<file path="src/hdl/sws_pkg.sv">
// Shared types and constants of the stop-and-wait sender.
// No dependencies; the modules of the block refer to it by scoped names.
package sws_pkg;

  localparam int LEN_W   = 10;
  localparam int NAME_W  = 8;
  localparam int RETRY_W = 4;
  localparam int CFG_W   = 10;

  localparam logic [LEN_W-1:0]   CRED_BYTES_RESET  = 10'd1;
  localparam logic [NAME_W-1:0]  NAME_LEN_RESET    = 8'd4;
  localparam logic [RETRY_W-1:0] RETRY_LIMIT_RESET = 4'd5;

  localparam logic [NAME_W-1:0] NAME_MIN       = 8'd4;
  localparam logic [NAME_W-1:0] NAME_MAX       = 8'd100;
  localparam logic [NAME_W-1:0] FIN_NAME_LIMIT = 8'd12;
  localparam logic [LEN_W-1:0]  ACK_LEN        = 10'd2;

  typedef enum logic [2:0] {
    PH_IDLE, PH_HELLO, PH_WRQ, PH_READ, PH_DATA, PH_FIN, PH_DONE, PH_FAIL
  } phase_t;

  typedef enum logic [2:0] {
    REQ_START   = 3'd0,
    REQ_CHUNK   = 3'd1,
    REQ_RX      = 3'd2,
    REQ_TIMEOUT = 3'd3,
    REQ_INTR    = 3'd4
  } req_t;

  typedef enum logic [2:0] {
    EV_NONE, EV_START, EV_CHUNK, EV_RX, EV_TIMEOUT, EV_INTR
  } ev_kind_t;

  typedef enum logic [2:0] {
    ACT_WAIT      = 3'd0,
    ACT_SEND      = 3'd1,
    ACT_REQ_CHUNK = 3'd2,
    ACT_FINISHED  = 3'd3,
    ACT_FAILED    = 3'd4
  } action_t;

  typedef enum logic [1:0] {
    K_HELLO = 2'd0,
    K_WRQ   = 2'd1,
    K_DATA  = 2'd2,
    K_FIN   = 2'd3
  } kind_t;

  typedef enum logic [2:0] {
    ERR_NONE     = 3'd0,
    ERR_CRED     = 3'd1,
    ERR_NAME     = 3'd2,
    ERR_RETRY    = 3'd3,
    ERR_REJECT   = 3'd4,
    ERR_READ     = 3'd5,
    ERR_FIN_NAME = 3'd6
  } err_t;

  typedef enum logic [1:0] {
    CFG_CRED_BYTES  = 2'd0,
    CFG_NAME_LEN    = 2'd1,
    CFG_RETRY_LIMIT = 2'd2
  } cfg_idx_t;

  // One input beat after classification by the front end.
  typedef struct packed {
    ev_kind_t         kind;
    logic [LEN_W-1:0] clen;       // chunk length, saturated
    logic             clen_zero;
    logic             eof;
    logic             rerr;
    logic             foreign;    // not from the server
    logic             rx_bad;     // too short or not an ACK
    logic             seq_is0;
    logic             seq_is1;
    logic             rx_payload; // ACK longer than its header
  } ev_t;

  // Head of the event queue as seen by the back end.
  typedef struct packed {
    logic valid;
    ev_t  item;
  } qhead_t;

  typedef struct packed {
    action_t            action;
    kind_t              kind;
    logic               seq;
    logic [LEN_W-1:0]   len;
    logic [RETRY_W-1:0] attempt;
    err_t               err;
  } result_t;

endpackage

</file>
<file path="src/hdl/sws_in_if.sv">
// Event channel of the stop-and-wait sender: valid, ready and one event.
// Uses no package.
interface sws_in_if;
  logic       valid;
  logic       ready;
  logic [2:0] req_type;
  logic [9:0] chunk_len;
  logic       at_eof;
  logic       read_error;
  logic       rx_from_server;
  logic       rx_is_ack;
  logic [7:0] rx_seq;
  logic [9:0] rx_len;

  modport source (
    output valid, req_type, chunk_len, at_eof, read_error, rx_from_server, rx_is_ack,
           rx_seq, rx_len,
    input  ready
  );
  modport sink (
    input  valid, req_type, chunk_len, at_eof, read_error, rx_from_server, rx_is_ack,
           rx_seq, rx_len,
    output ready
  );
endinterface

</file>
<file path="src/hdl/sws_out_if.sv">
// Result channel of the stop-and-wait sender: valid, ready and one action.
// Uses no package.
interface sws_out_if;
  logic       valid;
  logic       ready;
  logic [2:0] action;
  logic [1:0] pdu_kind;
  logic       pdu_seq;
  logic [9:0] payload_len;
  logic [3:0] attempt;
  logic [2:0] error_code;

  modport source (
    output valid, action, pdu_kind, pdu_seq, payload_len, attempt, error_code,
    input  ready
  );
  modport sink (
    input  valid, action, pdu_kind, pdu_seq, payload_len, attempt, error_code,
    output ready
  );
endinterface

</file>
<file path="src/hdl/stop_and_wait_sender_unit.sv">
// Top level of the stop-and-wait upload sender controller.
// Depends on sws_pkg, sws_in_if, sws_out_if, sws_front and sws_back.
//
//   channel | role   | beat carries
//   --------+--------+---------------------------------------------------------
//   req     | sink   | one event: start, chunk read, received PDU, timeout, intr
//   rsp     | source | one action: wait, send PDU, request chunk, done, failed
//   cfg_*   | write  | credential length (0), name_len (1), retry_limit (2)
//
// Every event beat yields exactly one result beat. The event passes through
// the queue and then the result register before its result is presented.
// One event per cycle is sustained while rsp takes every result; the phase
// machine in the back end decides each event combinationally.
// A two-entry queue between front and back end keeps taking req beats while
// a stalled result sits in the result register, until both entries are full;
// then req.ready drops until rsp drains.
// Synchronous reset empties the queue and the result register, returns the
// phase machine to idle and loads the register defaults.
module stop_and_wait_sender_unit #(
  parameter int MAX_CHUNK = 512
) (
  input  logic       clk,
  input  logic       rst,
  sws_in_if.sink     req,
  sws_out_if.source  rsp,
  input  logic       cfg_we,
  input  logic [1:0] cfg_index,
  input  logic [9:0] cfg_data
);

  // Classified event at the head of the queue, and the back end's take strobe.
  sws_pkg::qhead_t head;
  logic            pop;

  // The front end decodes the request type and precomputes the checks that
  // depend only on the beat itself (length saturation, source, ACK form, seq).
  sws_front #(
    .MAX_CHUNK (MAX_CHUNK)
  ) u_front (
    .clk  (clk),
    .rst  (rst),
    .req  (req),
    .pop  (pop),
    .head (head)
  );

  // The back end owns the phase machine, the retry counter and the result
  // register; it takes a queued event whenever the result register is free
  // or being emptied in the same cycle.
  sws_back #(
    .MAX_CHUNK (MAX_CHUNK)
  ) u_back (
    .clk       (clk),
    .rst       (rst),
    .head      (head),
    .pop       (pop),
    .rsp       (rsp),
    .cfg_we    (cfg_we),
    .cfg_index (cfg_index),
    .cfg_data  (cfg_data)
  );

endmodule

</file>
<file path="src/hdl/sws_front.sv">
// Front end: takes event beats, classifies them and queues them (two entries).
// Depends on sws_pkg and sws_in_if.
module sws_front #(
  parameter int MAX_CHUNK = 512
) (
  input  logic            clk,
  input  logic            rst,
  sws_in_if.sink          req,
  input  logic            pop,
  output sws_pkg::qhead_t head
);

  localparam logic [sws_pkg::LEN_W-1:0] MaxChunkW = sws_pkg::LEN_W'(MAX_CHUNK);

  sws_pkg::ev_t classified;
  sws_pkg::ev_t fifo [2];
  logic         wr_ptr;
  logic         rd_ptr;
  logic [1:0]   count;
  logic         push;

  always_comb begin
    classified = '0;
    case (sws_pkg::req_t'(req.req_type))
      sws_pkg::REQ_START:   classified.kind = sws_pkg::EV_START;
      sws_pkg::REQ_CHUNK:   classified.kind = sws_pkg::EV_CHUNK;
      sws_pkg::REQ_RX:      classified.kind = sws_pkg::EV_RX;
      sws_pkg::REQ_TIMEOUT: classified.kind = sws_pkg::EV_TIMEOUT;
      sws_pkg::REQ_INTR:    classified.kind = sws_pkg::EV_INTR;
      default:              classified.kind = sws_pkg::EV_NONE;
    endcase
    classified.clen       = (req.chunk_len > MaxChunkW) ? MaxChunkW : req.chunk_len;
    classified.clen_zero  = (req.chunk_len == '0);
    classified.eof        = req.at_eof;
    classified.rerr       = req.read_error;
    classified.foreign    = !req.rx_from_server;
    classified.rx_bad     = (req.rx_len < sws_pkg::ACK_LEN) || !req.rx_is_ack;
    classified.seq_is0    = (req.rx_seq == 8'd0);
    classified.seq_is1    = (req.rx_seq == 8'd1);
    classified.rx_payload = (req.rx_len > sws_pkg::ACK_LEN);
  end

  assign req.ready  = !count[1];
  assign push       = req.valid && !count[1];
  assign head.valid = (count != 2'd0);
  assign head.item  = fifo[rd_ptr];

  always_ff @(posedge clk) begin
    if (push) begin
      fifo[wr_ptr] <= classified;
    end
  end

  always_ff @(posedge clk) begin
    if (rst) begin
      wr_ptr <= 1'b0;
      rd_ptr <= 1'b0;
      count  <= 2'd0;
    end else begin
      if (push) begin
        wr_ptr <= !wr_ptr;
      end
      if (pop && head.valid) begin
        rd_ptr <= !rd_ptr;
      end
      case ({push, pop && head.valid})
        2'b10:   count <= count + 2'd1;
        2'b01:   count <= count - 2'd1;
        default: count <= count;
      endcase
    end
  end

endmodule

</file>
<file path="src/hdl/sws_back.sv">
// Back end: transfer phase machine, configuration registers and result register.
// Depends on sws_pkg and sws_out_if.
module sws_back #(
  parameter int MAX_CHUNK = 512
) (
  input  logic                       clk,
  input  logic                       rst,
  input  sws_pkg::qhead_t            head,
  output logic                       pop,
  sws_out_if.source                  rsp,
  input  logic                       cfg_we,
  input  logic [1:0]                 cfg_index,
  input  logic [sws_pkg::CFG_W-1:0]  cfg_data
);

  localparam logic [sws_pkg::LEN_W-1:0] MaxChunkW = sws_pkg::LEN_W'(MAX_CHUNK);

  typedef enum logic [2:0] {OP_NONE, OP_NEW, OP_RESEND, OP_FAIL, OP_REQ, OP_DONE} op_t;

  // Configuration.
  logic [sws_pkg::LEN_W-1:0]   cred_bytes;
  logic [sws_pkg::NAME_W-1:0]  name_len;
  logic [sws_pkg::RETRY_W-1:0] retry_limit;

  // Transfer state.
  sws_pkg::phase_t             phase, phase_next;
  logic                        data_seq, data_seq_next;
  logic                        last_data_seq, last_data_seq_next;
  logic                        data_sent, data_sent_next;
  logic [sws_pkg::RETRY_W-1:0] fail_count, fail_count_next;
  sws_pkg::kind_t              pending_kind, pending_kind_next;
  logic                        pending_seq, pending_seq_next;
  logic [sws_pkg::LEN_W-1:0]   pending_len, pending_len_next;

  // Decision for the event at the queue head.
  op_t                         op;
  sws_pkg::phase_t             new_phase;
  sws_pkg::kind_t              new_kind;
  logic                        new_seq;
  logic [sws_pkg::LEN_W-1:0]   new_len;
  sws_pkg::err_t               fail_err;
  logic [sws_pkg::RETRY_W-1:0] fc_val;
  logic                        wrq_done;
  logic                        data_done;

  logic [sws_pkg::RETRY_W-1:0] fc_inc;
  logic [sws_pkg::RETRY_W-1:0] lim;
  logic [sws_pkg::LEN_W-1:0]   name_pdu_len;
  logic                        waiting;
  logic                        seq_match;
  logic                        fin_ok;
  sws_pkg::result_t            result;
  sws_pkg::result_t            out_reg;
  logic                        out_valid;

  assign fc_inc       = fail_count + 4'd1;
  assign lim          = (retry_limit == '0) ? 4'd1 : retry_limit;
  assign name_pdu_len = {2'b00, name_len} + 10'd1;
  assign fin_ok       = (name_len < sws_pkg::FIN_NAME_LIMIT);
  assign seq_match    = pending_seq ? head.item.seq_is1 : head.item.seq_is0;
  assign waiting      = (phase == sws_pkg::PH_HELLO) || (phase == sws_pkg::PH_WRQ) ||
                        (phase == sws_pkg::PH_DATA)  || (phase == sws_pkg::PH_FIN);

  assign pop = head.valid && (!out_valid || rsp.ready);

  // Decide what the head event does.
  always_comb begin
    op        = OP_NONE;
    new_phase = phase;
    new_kind  = sws_pkg::K_HELLO;
    new_seq   = 1'b0;
    new_len   = '0;
    fail_err  = sws_pkg::ERR_NONE;
    fc_val    = fail_count;
    wrq_done  = 1'b0;
    data_done = 1'b0;
    case (head.item.kind)
      sws_pkg::EV_START: begin
        if (phase == sws_pkg::PH_IDLE || phase == sws_pkg::PH_DONE ||
            phase == sws_pkg::PH_FAIL) begin
          fc_val = '0;
          if (cred_bytes == '0 || cred_bytes > MaxChunkW) begin
            op       = OP_FAIL;
            fail_err = sws_pkg::ERR_CRED;
          end else begin
            op        = OP_NEW;
            new_phase = sws_pkg::PH_HELLO;
            new_kind  = sws_pkg::K_HELLO;
            new_len   = cred_bytes;
          end
        end
      end
      sws_pkg::EV_CHUNK: begin
        if (phase == sws_pkg::PH_READ) begin
          if (!head.item.clen_zero) begin
            op        = OP_NEW;
            new_phase = sws_pkg::PH_DATA;
            new_kind  = sws_pkg::K_DATA;
            new_seq   = data_seq;
            new_len   = head.item.clen;
          end else if (head.item.eof) begin
            if (!data_sent) begin
              op        = OP_NEW;
              new_phase = sws_pkg::PH_DATA;
              new_kind  = sws_pkg::K_DATA;
              new_seq   = data_seq;
            end else if (fin_ok) begin
              op        = OP_NEW;
              new_phase = sws_pkg::PH_FIN;
              new_kind  = sws_pkg::K_FIN;
              new_seq   = !last_data_seq;
              new_len   = name_pdu_len;
            end else begin
              op       = OP_FAIL;
              fail_err = sws_pkg::ERR_FIN_NAME;
            end
          end else if (head.item.rerr) begin
            op       = OP_FAIL;
            fail_err = sws_pkg::ERR_READ;
          end else begin
            op = OP_REQ;
          end
        end
      end
      sws_pkg::EV_RX: begin
        if (waiting) begin
          if (head.item.foreign) begin
            op = OP_RESEND;
          end else if (head.item.rx_bad) begin
            fc_val = fc_inc;
            if (fc_inc >= lim) begin
              op       = OP_FAIL;
              fail_err = sws_pkg::ERR_RETRY;
            end else begin
              op = OP_RESEND;
            end
          end else if (!seq_match) begin
            op = OP_RESEND;
          end else if (head.item.rx_payload) begin
            op       = OP_FAIL;
            fail_err = sws_pkg::ERR_REJECT;
          end else begin
            // The ACK for the pending PDU.
            fc_val = '0;
            case (phase)
              sws_pkg::PH_HELLO: begin
                if (name_len < sws_pkg::NAME_MIN || name_len > sws_pkg::NAME_MAX) begin
                  op       = OP_FAIL;
                  fail_err = sws_pkg::ERR_NAME;
                end else begin
                  op        = OP_NEW;
                  new_phase = sws_pkg::PH_WRQ;
                  new_kind  = sws_pkg::K_WRQ;
                  new_seq   = 1'b1;
                  new_len   = name_pdu_len;
                end
              end
              sws_pkg::PH_WRQ: begin
                op        = OP_REQ;
                new_phase = sws_pkg::PH_READ;
                wrq_done  = 1'b1;
              end
              sws_pkg::PH_DATA: begin
                data_done = 1'b1;
                if (pending_len == '0) begin
                  if (fin_ok) begin
                    op        = OP_NEW;
                    new_phase = sws_pkg::PH_FIN;
                    new_kind  = sws_pkg::K_FIN;
                    new_seq   = !pending_seq;
                    new_len   = name_pdu_len;
                  end else begin
                    op       = OP_FAIL;
                    fail_err = sws_pkg::ERR_FIN_NAME;
                  end
                end else begin
                  op        = OP_REQ;
                  new_phase = sws_pkg::PH_READ;
                end
              end
              default: begin
                op        = OP_DONE;
                new_phase = sws_pkg::PH_DONE;
              end
            endcase
          end
        end
      end
      sws_pkg::EV_TIMEOUT: begin
        if (waiting) begin
          fc_val = fc_inc;
          if (fc_inc >= lim) begin
            op       = OP_FAIL;
            fail_err = sws_pkg::ERR_RETRY;
          end else begin
            op = OP_RESEND;
          end
        end
      end
      sws_pkg::EV_INTR: begin
        if (waiting) begin
          op = OP_RESEND;
        end
      end
      default: begin
        op = OP_NONE;
      end
    endcase
  end

  // Next state.
  always_comb begin
    phase_next         = phase;
    data_seq_next      = data_seq;
    last_data_seq_next = last_data_seq;
    data_sent_next     = data_sent;
    fail_count_next    = fail_count;
    pending_kind_next  = pending_kind;
    pending_seq_next   = pending_seq;
    pending_len_next   = pending_len;
    if (pop) begin
      fail_count_next = (op == OP_NEW) ? '0 : fc_val;
      case (op)
        OP_NEW: begin
          phase_next        = new_phase;
          pending_kind_next = new_kind;
          pending_seq_next  = new_seq;
          pending_len_next  = new_len;
        end
        OP_FAIL: begin
          phase_next = sws_pkg::PH_FAIL;
        end
        OP_REQ, OP_DONE: begin
          phase_next = new_phase;
        end
        default: begin
          phase_next = phase;
        end
      endcase
      if (wrq_done) begin
        data_seq_next  = 1'b0;
        data_sent_next = 1'b0;
      end
      if (data_done) begin
        last_data_seq_next = pending_seq;
        data_sent_next     = 1'b1;
        data_seq_next      = !data_seq;
      end
    end
  end

  // Result of the head event.
  always_comb begin
    result = '0;
    case (op)
      OP_NEW: begin
        result.action = sws_pkg::ACT_SEND;
        result.kind   = new_kind;
        result.seq    = new_seq;
        result.len    = new_len;
      end
      OP_RESEND: begin
        result.action  = sws_pkg::ACT_SEND;
        result.kind    = pending_kind;
        result.seq     = pending_seq;
        result.len     = pending_len;
        result.attempt = fc_val;
      end
      OP_FAIL: begin
        result.action  = sws_pkg::ACT_FAILED;
        result.attempt = fc_val;
        result.err     = fail_err;
      end
      OP_REQ:  result.action = sws_pkg::ACT_REQ_CHUNK;
      OP_DONE: result.action = sws_pkg::ACT_FINISHED;
      default: result.action = sws_pkg::ACT_WAIT;
    endcase
  end

  always_ff @(posedge clk) begin
    if (rst) begin
      phase         <= sws_pkg::PH_IDLE;
      data_seq      <= 1'b0;
      last_data_seq <= 1'b0;
      data_sent     <= 1'b0;
      fail_count    <= '0;
      pending_kind  <= sws_pkg::K_HELLO;
      pending_seq   <= 1'b0;
      pending_len   <= '0;
      out_valid     <= 1'b0;
    end else begin
      phase         <= phase_next;
      data_seq      <= data_seq_next;
      last_data_seq <= last_data_seq_next;
      data_sent     <= data_sent_next;
      fail_count    <= fail_count_next;
      pending_kind  <= pending_kind_next;
      pending_seq   <= pending_seq_next;
      pending_len   <= pending_len_next;
      if (pop) begin
        out_valid <= 1'b1;
      end else if (rsp.ready) begin
        out_valid <= 1'b0;
      end
    end
  end

  always_ff @(posedge clk) begin
    if (pop) begin
      out_reg <= result;
    end
  end

  always_ff @(posedge clk) begin
    if (rst) begin
      cred_bytes  <= sws_pkg::CRED_BYTES_RESET;
      name_len    <= sws_pkg::NAME_LEN_RESET;
      retry_limit <= sws_pkg::RETRY_LIMIT_RESET;
    end else if (cfg_we) begin
      case (sws_pkg::cfg_idx_t'(cfg_index))
        sws_pkg::CFG_CRED_BYTES:  cred_bytes  <= cfg_data;
        sws_pkg::CFG_NAME_LEN:    name_len    <= cfg_data[sws_pkg::NAME_W-1:0];
        sws_pkg::CFG_RETRY_LIMIT: retry_limit <= cfg_data[sws_pkg::RETRY_W-1:0];
        default: begin
          cred_bytes <= cred_bytes;
        end
      endcase
    end
  end

  assign rsp.valid       = out_valid;
  assign rsp.action      = out_reg.action;
  assign rsp.pdu_kind    = out_reg.kind;
  assign rsp.pdu_seq     = out_reg.seq;
  assign rsp.payload_len = out_reg.len;
  assign rsp.attempt     = out_reg.attempt;
  assign rsp.error_code  = out_reg.err;

endmodule

</file>
<file path="src/flat_wrapper.sv">
// flat-port wrapper written by rule: the top's interface ports become plain ports
module stop_and_wait_sender_unit_flat 
#(
  parameter int MAX_CHUNK = 512
)
  (clk, rst, cfg_we, cfg_index, cfg_data, req_valid, req_req_type, req_chunk_len, req_at_eof, req_read_error, req_rx_from_server, req_rx_is_ack, req_rx_seq, req_rx_len, req_ready, rsp_valid, rsp_action, rsp_pdu_kind, rsp_pdu_seq, rsp_payload_len, rsp_attempt, rsp_error_code, rsp_ready);
  sws_in_if req_i ();
  sws_out_if rsp_i ();
  input  logic clk;
  input  logic rst;
  input  logic cfg_we;
  input  logic [1:0] cfg_index;
  input  logic [9:0] cfg_data;
  input wire logic [$bits(req_i.valid)-1:0] req_valid;
  input wire logic [$bits(req_i.req_type)-1:0] req_req_type;
  input wire logic [$bits(req_i.chunk_len)-1:0] req_chunk_len;
  input wire logic [$bits(req_i.at_eof)-1:0] req_at_eof;
  input wire logic [$bits(req_i.read_error)-1:0] req_read_error;
  input wire logic [$bits(req_i.rx_from_server)-1:0] req_rx_from_server;
  input wire logic [$bits(req_i.rx_is_ack)-1:0] req_rx_is_ack;
  input wire logic [$bits(req_i.rx_seq)-1:0] req_rx_seq;
  input wire logic [$bits(req_i.rx_len)-1:0] req_rx_len;
  output wire logic [$bits(req_i.ready)-1:0] req_ready;
  output wire logic [$bits(rsp_i.valid)-1:0] rsp_valid;
  output wire logic [$bits(rsp_i.action)-1:0] rsp_action;
  output wire logic [$bits(rsp_i.pdu_kind)-1:0] rsp_pdu_kind;
  output wire logic [$bits(rsp_i.pdu_seq)-1:0] rsp_pdu_seq;
  output wire logic [$bits(rsp_i.payload_len)-1:0] rsp_payload_len;
  output wire logic [$bits(rsp_i.attempt)-1:0] rsp_attempt;
  output wire logic [$bits(rsp_i.error_code)-1:0] rsp_error_code;
  input wire logic [$bits(rsp_i.ready)-1:0] rsp_ready;
  assign req_i.valid = req_valid;
  assign req_i.req_type = req_req_type;
  assign req_i.chunk_len = req_chunk_len;
  assign req_i.at_eof = req_at_eof;
  assign req_i.read_error = req_read_error;
  assign req_i.rx_from_server = req_rx_from_server;
  assign req_i.rx_is_ack = req_rx_is_ack;
  assign req_i.rx_seq = req_rx_seq;
  assign req_i.rx_len = req_rx_len;
  assign req_ready = req_i.ready;
  assign rsp_valid = rsp_i.valid;
  assign rsp_action = rsp_i.action;
  assign rsp_pdu_kind = rsp_i.pdu_kind;
  assign rsp_pdu_seq = rsp_i.pdu_seq;
  assign rsp_payload_len = rsp_i.payload_len;
  assign rsp_attempt = rsp_i.attempt;
  assign rsp_error_code = rsp_i.error_code;
  assign rsp_i.ready = rsp_ready;
  stop_and_wait_sender_unit #(.MAX_CHUNK(MAX_CHUNK)) u_core (.clk(clk), .rst(rst), .req(req_i), .rsp(rsp_i), .cfg_we(cfg_we), .cfg_index(cfg_index), .cfg_data(cfg_data));
endmodule
</file>
<file path="config.mk">
export PLATFORM = sky130hd
export DESIGN_NAME = stop_and_wait_sender_unit_flat
export DESIGN_NICKNAME = d
export VERILOG_FILES = /design/src/hdl/sws_pkg.sv /design/src/hdl/sws_in_if.sv /design/src/hdl/sws_out_if.sv /design/src/hdl/stop_and_wait_sender_unit.sv /design/src/hdl/sws_front.sv /design/src/hdl/sws_back.sv /design/src/flat_wrapper.sv
export SDC_FILE = /design/constraint.sdc
export NUM_CORES = 1
export LEC_CHECK = 0
export BUFFER_PORTS_ARGS = -buffer_cell sky130_fd_sc_hd__buf_2
export CAP_MARGIN = 20
export CORE_MARGIN = 1
export CORE_UTILIZATION = 35
export CTS_BUF_LIST = sky130_fd_sc_hd__clkbuf_8
export CTS_CLUSTER_DIAMETER = 200
export DETAILED_ROUTE_END_ITERATION = 8
export PLACE_DENSITY = 0.63
export REMOVE_ABC_BUFFERS = 1
export SLEW_MARGIN = 20
export SYNTH_ARGS = -nofsm -noshare
export SYNTH_HDL_FRONTEND = slang
export SYNTH_SLANG_ARGS = --single-unit
</file>
<file path="constraint.sdc">
create_clock -name clk -period 4.6 [get_ports clk]
set_clock_uncertainty 0.2 [all_clocks]
set_input_delay 0.69 -clock clk [delete_from_list [all_inputs] [get_ports clk]]
set_output_delay 0.69 -clock clk [all_outputs]
set_load 0.05 [all_outputs]
</file>
==> results.yml, run 1 <==
status:
  outcome: "finished, final reports clean"
clocking:
  cts_root_buffer: "clkbuf_8"
  cts_htree_levels: 4
  clock-sinks: 116
  cts_buffers: 17
  cts_resized: 0
  cts_tree: "done"
  path_clk_slew_ns: 0.07
  cts_buffer_depth: 2
  clk_latency_ns: 0.45
  cts_setup_buffers: 0
  hold_buffers: 0
yosys:
  muxShareOfSynthArea_pct: 6.893
  yosys.area_share.simple_pct: 19.96
  synth_edf_count: 65
  synth_area_leaders: "edfxtp_1, dfxtp_1, mux2i_1, nor2_1, a21oi_1"
  ys_async_sr_fraction_pct: 0
  syn_area_um2: 5899
  yosysSeqAreaShare_pct: 50.39
  synth-xor-area-share_pct: 2.078
  ys_warn_count: 0
  synthCells: 562
  synth_cell_types: 72
  synthAdderAreaFrac_pct: 1.697
  syn_avg_cell_area_um2: 10.50
  synth_top_family_by_area: "simple AND/OR/NAND/NOR gates"
  ys.flop_type: "edfxtp_1"
  synth-compound-area-share_pct: 15.36
  synth_top_area_share_pct: 33.09
  synth_largest_area_cell: "edfxtp_1"
  ys_ff_latch: 116
setup_path:
  crit_path_end_kind: "flip-flop"
  crit_chain: "buf_4 > mux2i_2 > o2111ai_2 > o21ai_1 > a211o_4 > nand4_2 > a31oi_1 > o21ai_1"
  cp-start-kind: "flip-flop"
  critical-path-max-stage-delay_ns: 0.87
  required_ns: 4.72
  criticalPathCategory: "reg2reg"
  cp_max_fo: 21
  cp_top_family: "compound AO/OA/AOI/OAI gates"
  cp.buffers_inverters: 1
  arrival_ns: 3.62
  crit_top_cell: "o21ai_1"
  crit_path_top_delay_cell: "dfxtp_1"
sta:
  totalNegativeSetupSlack_ns: 0
  worstMarginPinSlew_ns: 1.017
  relSlewSlack_pct: 31.88
  rsz0062_at_grt: "false"
  slew_viol_final: 0
  hold_slack_ns: 0.2378
  setup_viol: 0
  min_period_ns: 3.494
  hold_violations: 0
  clock.fmax_ghz: 0.2862
  finalCritPeriodShare_pct: 75.97
drt:
  dr.pass1.iters: 5
  post_drt_wl_per_cell_um: 16.49
  ant_nets: 0
  drc_errors: 0
  drt_iter0_markers: 371
  vias_per_cell: 5.357
  via_count: 4655
  postRouteWirelength_um: 14330
floorplanning:
  fp.dieH_um: 131.8
  coreArea_um2: 16520
  die_w_um: 131.8
  ios: 77
  die_area_um2: 17380
  start_util_pct: 35.70
  placementRows: 47
layout:
  seqCellArea_um2: 2973
  final_common_cell: "buf_2"
  diodes: 0
  num-fill-cells: 1579
  layout.nets: 696
  drive_gt1_share_pct: 21.73
  multiInputGateArea_um2: 2718
  areaGrowthSynthToFinish_pct: 15.97
  mostFrequentLayoutCells: "buf_2, edfxtp_1, nor2_1"
global_routing:
  grt-ovfl-total: 0
  grt_pass1_wl_um: 23160
  track_usage_pct: 17.19
  grt_max_degree: 50
  antenna_found_initial: 0
  first_global_vias: 4380
pwr:
  p_per_area_nw_per_um2: 528.0
  ir_drop_mv: 0.2743
  power.leakage_uw: 0.002597
  total_power_uw: 3613
hold_path:
  hp-class: "in2reg"
placement:
  hpwl_um: 10680
  io_buffers: 76
  gp_congestion: 0.9369
flow_run:
  drv_cap: 0
[per-stage QoR]
step / setup WS (ns) / utilization (%) / instances / area, um^2
2_1_floorplan: 0.9706 / - / 537 / 5757
3_3_place_gp: 1.168 / 39.02 / 837 / 6447
3_5_place_dp: 1.126 / 39.02 / 837 / 6447
4_1_cts: 1.122 / 41.40 / 869 / 6842
5_1_grt: 0.8414 / 41.40 / 869 / 6842
6_report: 1.106 / 41.40 / 869 / 6842
[flip-flops by register name (all words and copies together) (netlist names), 3 cells and up, named ones only]
name	count
u_core.u_back.rsp.attempt	4
u_core.u_back.fail_count	4
u_core.u_back.rsp.action	3
u_core.u_back.rsp.error_code	3
u_core.u_back.name_len	8
u_core.u_back.cred_bytes	10
u_core.u_front.fifo	42
u_core.u_back.pending_len	10
u_core.u_back.phase	3
u_core.u_back.retry_limit	4
u_core.u_back.rsp.payload_len	10
[area by class of cell]
| class | count | share of cell area, % |
|---|---|---|
| multi-input cells | 402 | 39.72 |
| clock inverters | 13 | 1.939 |
| repair buffers | 80 | 5.999 |
| clock buffers | 19 | 3.822 |
| inverters | 19 | 1.042 |
| flip-flops and latches | 116 | 43.45 |
| well taps | 220 | 4.023 |
[where the power goes]
| group | leakage (uW) | internal, uW | switching [uW] |
|---|---|---|---|
| sequential | 0.00103 | 1320 | 134 |
| clock | 0.000198 | 507 | 418 |
| combinational | 0.00137 | 366 | 863 |
[worst reg2reg max path, stage by stage (launching register included)]
cell and delay, ns:
dfxtp_1 0.87, buf_4 0.39, mux2i_2 0.30, o2111ai_2 0.28, o21ai_1 0.33, a211o_4 0.20, nand4_2 0.34, a31oi_1 0.38
o21ai_1 0.09
[kinds of logic (layout without fill, tap and decap cells)]
logic type | count (synthesis) | in the layout
mux | 38 | 38
buf+inv | 44 | 131
fa+ha+maj | 8 | 8
xor+xnor | 14 | 14
simple gates | 211 | 211
flops | 116 | 116
compound gates | 131 | 131
[synth_stat cells (8+ instances only)]
| master | n |
|---|---|
| a21o_1 | 13 |
| a21oi_1 | 34 |
| clkbuf_1 | 11 |
| dfxtp_1 | 51 |
| edfxtp_1 | 65 |
| ha_1 | 8 |
| inv_1 | 18 |
| mux2i_1 | 30 |
| nand2_1 | 29 |
| nand2b_1 | 10 |
| nand3_1 | 15 |
| nor2_1 | 59 |
| nor2b_1 | 12 |
| nor3_1 | 29 |
| o21ai_0 | 19 |
| o21ai_1 | 8 |
| xor2_1 | 8 |
[per-layer routing]
layer,vias up,wire length (um),track usage [%]
met1,2215,6424,22.47
met4,0,274,7.235
met2,160,6718,27.04
li1,2253,-,-
met3,27,911,4.306
met5,-,0,0
[path summary, 6_finish.rpt]
kind                                   startpoint                                  endpoint  slack, ns  cells past startpoint
max                                     flip-flop  u_core.u_back.fail_count[0]$_SDFFE_PP0P_       1.11                      8
min                                req_read_error       u_core.u_front.fifo[1][5]$_DFFE_PP_       0.24                      1
min reg2reg  u_core.u_back.rsp.valid$_SDFFE_PP0P_      u_core.u_back.rsp.valid$_SDFFE_PP0P_       0.29                      2
max reg2reg                             flip-flop  u_core.u_back.fail_count[0]$_SDFFE_PP0P_       1.11                      8
(Power assumes the default switching activity.)
==> run 2, diff against run 1 <==
Settings changed: ABC_AREA from default to 1, PLACE_DENSITY 0.63 to 0.65.
Clock period 4.6 ns to 3.1 ns, I/O delays scaled along.
==> run 2 against run 1 <==
- power increased by 57%
- highest routed layer unchanged
- register-to-register slack got worse by 0.79 ns
- final area increased by 2.9%
- synthesized cell count increased by 35%
- die area increased by 2.2%
- clock power increased by 38%
- routed wire length decreased by 0.12%
- critical path type unchanged
==> results.yml, run 2 <==
status:
  outcome: "finished, final reports clean"
yosys:
  muxShareOfSynthArea_pct: 0.1660
  synthAdderAreaFrac_pct: 1.660
  synth-xor-area-share_pct: 1.017
  synth_top_area_share_pct: 32.38
  ys_ff_latch: 116
  ys_async_sr_fraction_pct: 0
  synth_top_family_by_area: "simple AND/OR/NAND/NOR gates"
  yosys.area_share.simple_pct: 27.94
  ys.flop_type: "edfxtp_1"
  yosysSeqAreaShare_pct: 49.32
  synth_area_leaders: "edfxtp_1, dfxtp_1, nand2_1, inv_1, nor2_1"
  syn_area_um2: 6028
  synth_cell_types: 50
  synth-compound-area-share_pct: 10.65
  synth_edf_count: 65
  ys_warn_count: 0
  synth_commonest_cells: "nand2_1, inv_1, nor2_1"
  synth_largest_area_cell: "edfxtp_1"
  syn_avg_cell_area_um2: 7.974
  synthCells: 756
  yosysMostFrequentCell: "nand2_1"
sta:
  worstMarginPinSlew_ns: 0.5212
  totalNegativeSetupSlack_ns: 0
  setup_viol: 0
  hold_violations: 0
  clock.fmax_ghz: 0.3595
  relSlewSlack_pct: 64.98
  finalCritPeriodShare_pct: 89.74
  rsz0062_at_grt: "false"
  slew_viol_final: 0
  min_period_ns: 2.782
pwr:
  p_per_area_nw_per_um2: 806.5
  p_seq_share_pct: 37.4
  power.leakage_uw: 0.003217
  intPower_uw: 3237
  switching_power_uw: 2442
  comb_power_share_pct: 40.0
  switching_share_pct: 43.00
  p_clk_share_pct: 22.6
  ir_drop_mv: 0.3902
global_routing:
  grt_max_degree: 39
  grt_pass1_wl_um: 23320
  antenna_found_initial: 0
  grt-ovfl-total: 0
  track_usage_pct: 17.10
  first_global_vias: 4674
setup_path:
  arrival_ns: 2.84
  crit_path_end_kind: "flip-flop"
  criticalPathCategory: "reg2reg"
  required_ns: 3.16
  cp_max_fo: 14
  worstRegToRegCells: 12
  cp-start-kind: "flip-flop"
flow_run:
  drv_cap: 0
drt:
  drt_iter0_markers: 425
  vias_per_cell: 4.649
  via_count: 5021
  dr.pass1.iters: 5
  drc_errors: 0
  post_drt_wl_per_cell_um: 13.25
  ant_nets: 0
  postRouteWirelength_um: 14310
layout:
  num-fill-cells: 1700
  layout.nets: 907
  instances_no_fill: 1080
  multiInputGateArea_um2: 2507
  regMostFlops: "u_core.u_front.fifo"
  mostFrequentLayoutCells: "nand2_1, inv_1, nor2_1"
  final_common_cell: "nand2_1"
  largest_register_ffs: 42
  drive_gt1_share_pct: 18.02
  diodes: 0
  seqCellArea_um2: 2973
  areaGrowthSynthToFinish_pct: 16.81
floorplanning:
  ios: 77
  start_util_pct: 36.10
  coreArea_um2: 16700
  die_area_um2: 17750
  die_w_um: 133.2
  placementRows: 47
  fp.dieH_um: 133.2
clocking:
  cts_htree_levels: 4
  cts_buffers: 17
  cts_root_buffer: "clkbuf_8"
  cts_tree: "done"
  cts_buffer_depth: 2
  path_clk_slew_ns: 0.07
  cts_setup_buffers: 0
  clock-sinks: 116
  clk_latency_ns: 0.45
  cts_resized: 0
hold_path:
  hp-class: "in2reg"
  hold_depth: 1
placement:
  io_buffers: 76
  gp_congestion: 0.9175
  dp_cells: 1046
  hpwl_um: 10800
==> run 2: cell count changes after synthesis, moves of 7 or more <==
cell      delta
o21bai_1     +9
nand2_2      +9
inv_1       +91
mux2i_1     -29
a21oi_1      +7
nand3_1     +28
a21o_1      -13
nor3_1      -16
nor2_1      +37
nand2_1    +150
nand2b_1    -10
nor2b_1     -12
o21ai_0     +14
==> run 2: path summary, 6_finish.rpt <==
path,start,to,slack [ns]
max,u_core.u_back.fail_count[0]$_SDFFE_PP0P_,u_core.u_back.rsp.pdu_seq$_DFFE_PP_,0.32
min,req_chunk_len[9],u_core.u_front.fifo[1][17]$_DFFE_PP_,0.05
max reg2reg,u_core.u_back.fail_count[0]$_SDFFE_PP0P_,u_core.u_back.rsp.pdu_seq$_DFFE_PP_,0.32
min reg2reg,u_core.u_front.count[1]$_SDFFE_PP0P_,u_core.u_front.count[1]$_SDFFE_PP0P_,0.25
==> run 2: through the flow <==
| stage | total power [uW] | setup WS (ns) | hold WS (ns) | util (%) | instance area (um^2) |
|---|---|---|---|---|---|
| after global placement | 4408 | 0.4432 | 0.2320 | 39.88 | 6660 |
| after CTS | 5713 | 0.3318 | 0.02101 | 42.16 | 7042 |
| after floorplan | 3769 | 0.07193 | 0.2261 | - | 5919 |
| after global routing | 6013 | 0.05925 | 0.04502 | 42.16 | 7042 |
| after detailed placement | 4423 | 0.3598 | 0.2434 | 39.88 | 6660 |
| final | 5679 | 0.3181 | 0.05234 | 42.16 | 7042 |
==> run 2: power by group through the flow <==
| stage | combinational, uW | sequential [uW] | clock (uW) |
|---|---|---|---|
| floorplan | 1100 | 2670 | 0 |
| global placement | 2260 | 2150 | 0 |
| detailed placement | 2270 | 2160 | 0 |
| CTS | 2280 | 2130 | 1310 |
| global route | 2490 | 2160 | 1360 |
| finish | 2270 | 2120 | 1280 |
==> run 2: cells by family (layout without fill, tap and decap cells) <==
kind of cell             after synthesis  count (layout)
buffers and inverters                133             237
adder cells (fa/ha/maj)                8               8
AO/OA/AOI/OAI                        112             112
XOR/XNOR                               7               7
multiplexers                           1               1
flip-flops                           116             116
AND/OR/NAND/NOR                      379             379
==> run 2: layer usage <==
layer  track usage [%]  up-vias  wire, um
met2             27.11      146      6396
met1             22.82     2219      6984
met5                 0        -         0
met3             3.577       17       714
li1                  -     2639         -
met4             6.629        0       217
==> run 2: area by class of cell <==
class	instances	area share, %
multi-input cells	507	35.61
clock inverters	15	1.812
inverters	117	6.379
clock buffers	17	3.323
flip-flops and latches	116	42.22
well taps	220	3.909
repair buffers	88	6.752
==> run 2: what timing repair did <==
action / 4_1_cts / 5_1_grt
endpoints found under the setup margin: 0 / 0
hold buffers: 2 / 0
endpoints found under the hold margin: 4 / 0
==> run 2: critical path: stages, from the launching register on <==
cell	delay (ns)
dfxtp_1	0.42
nand3_1	0.11
xnor2_1	0.22
ha_1	0.30
a21oi_1	0.20
nand2_1	0.07
nor2_1	0.19
nor2_1	0.08
nor2_1	0.16
nand2_2	0.14
nor2_1	0.15
inv_2	0.13
o21ai_0	0.24
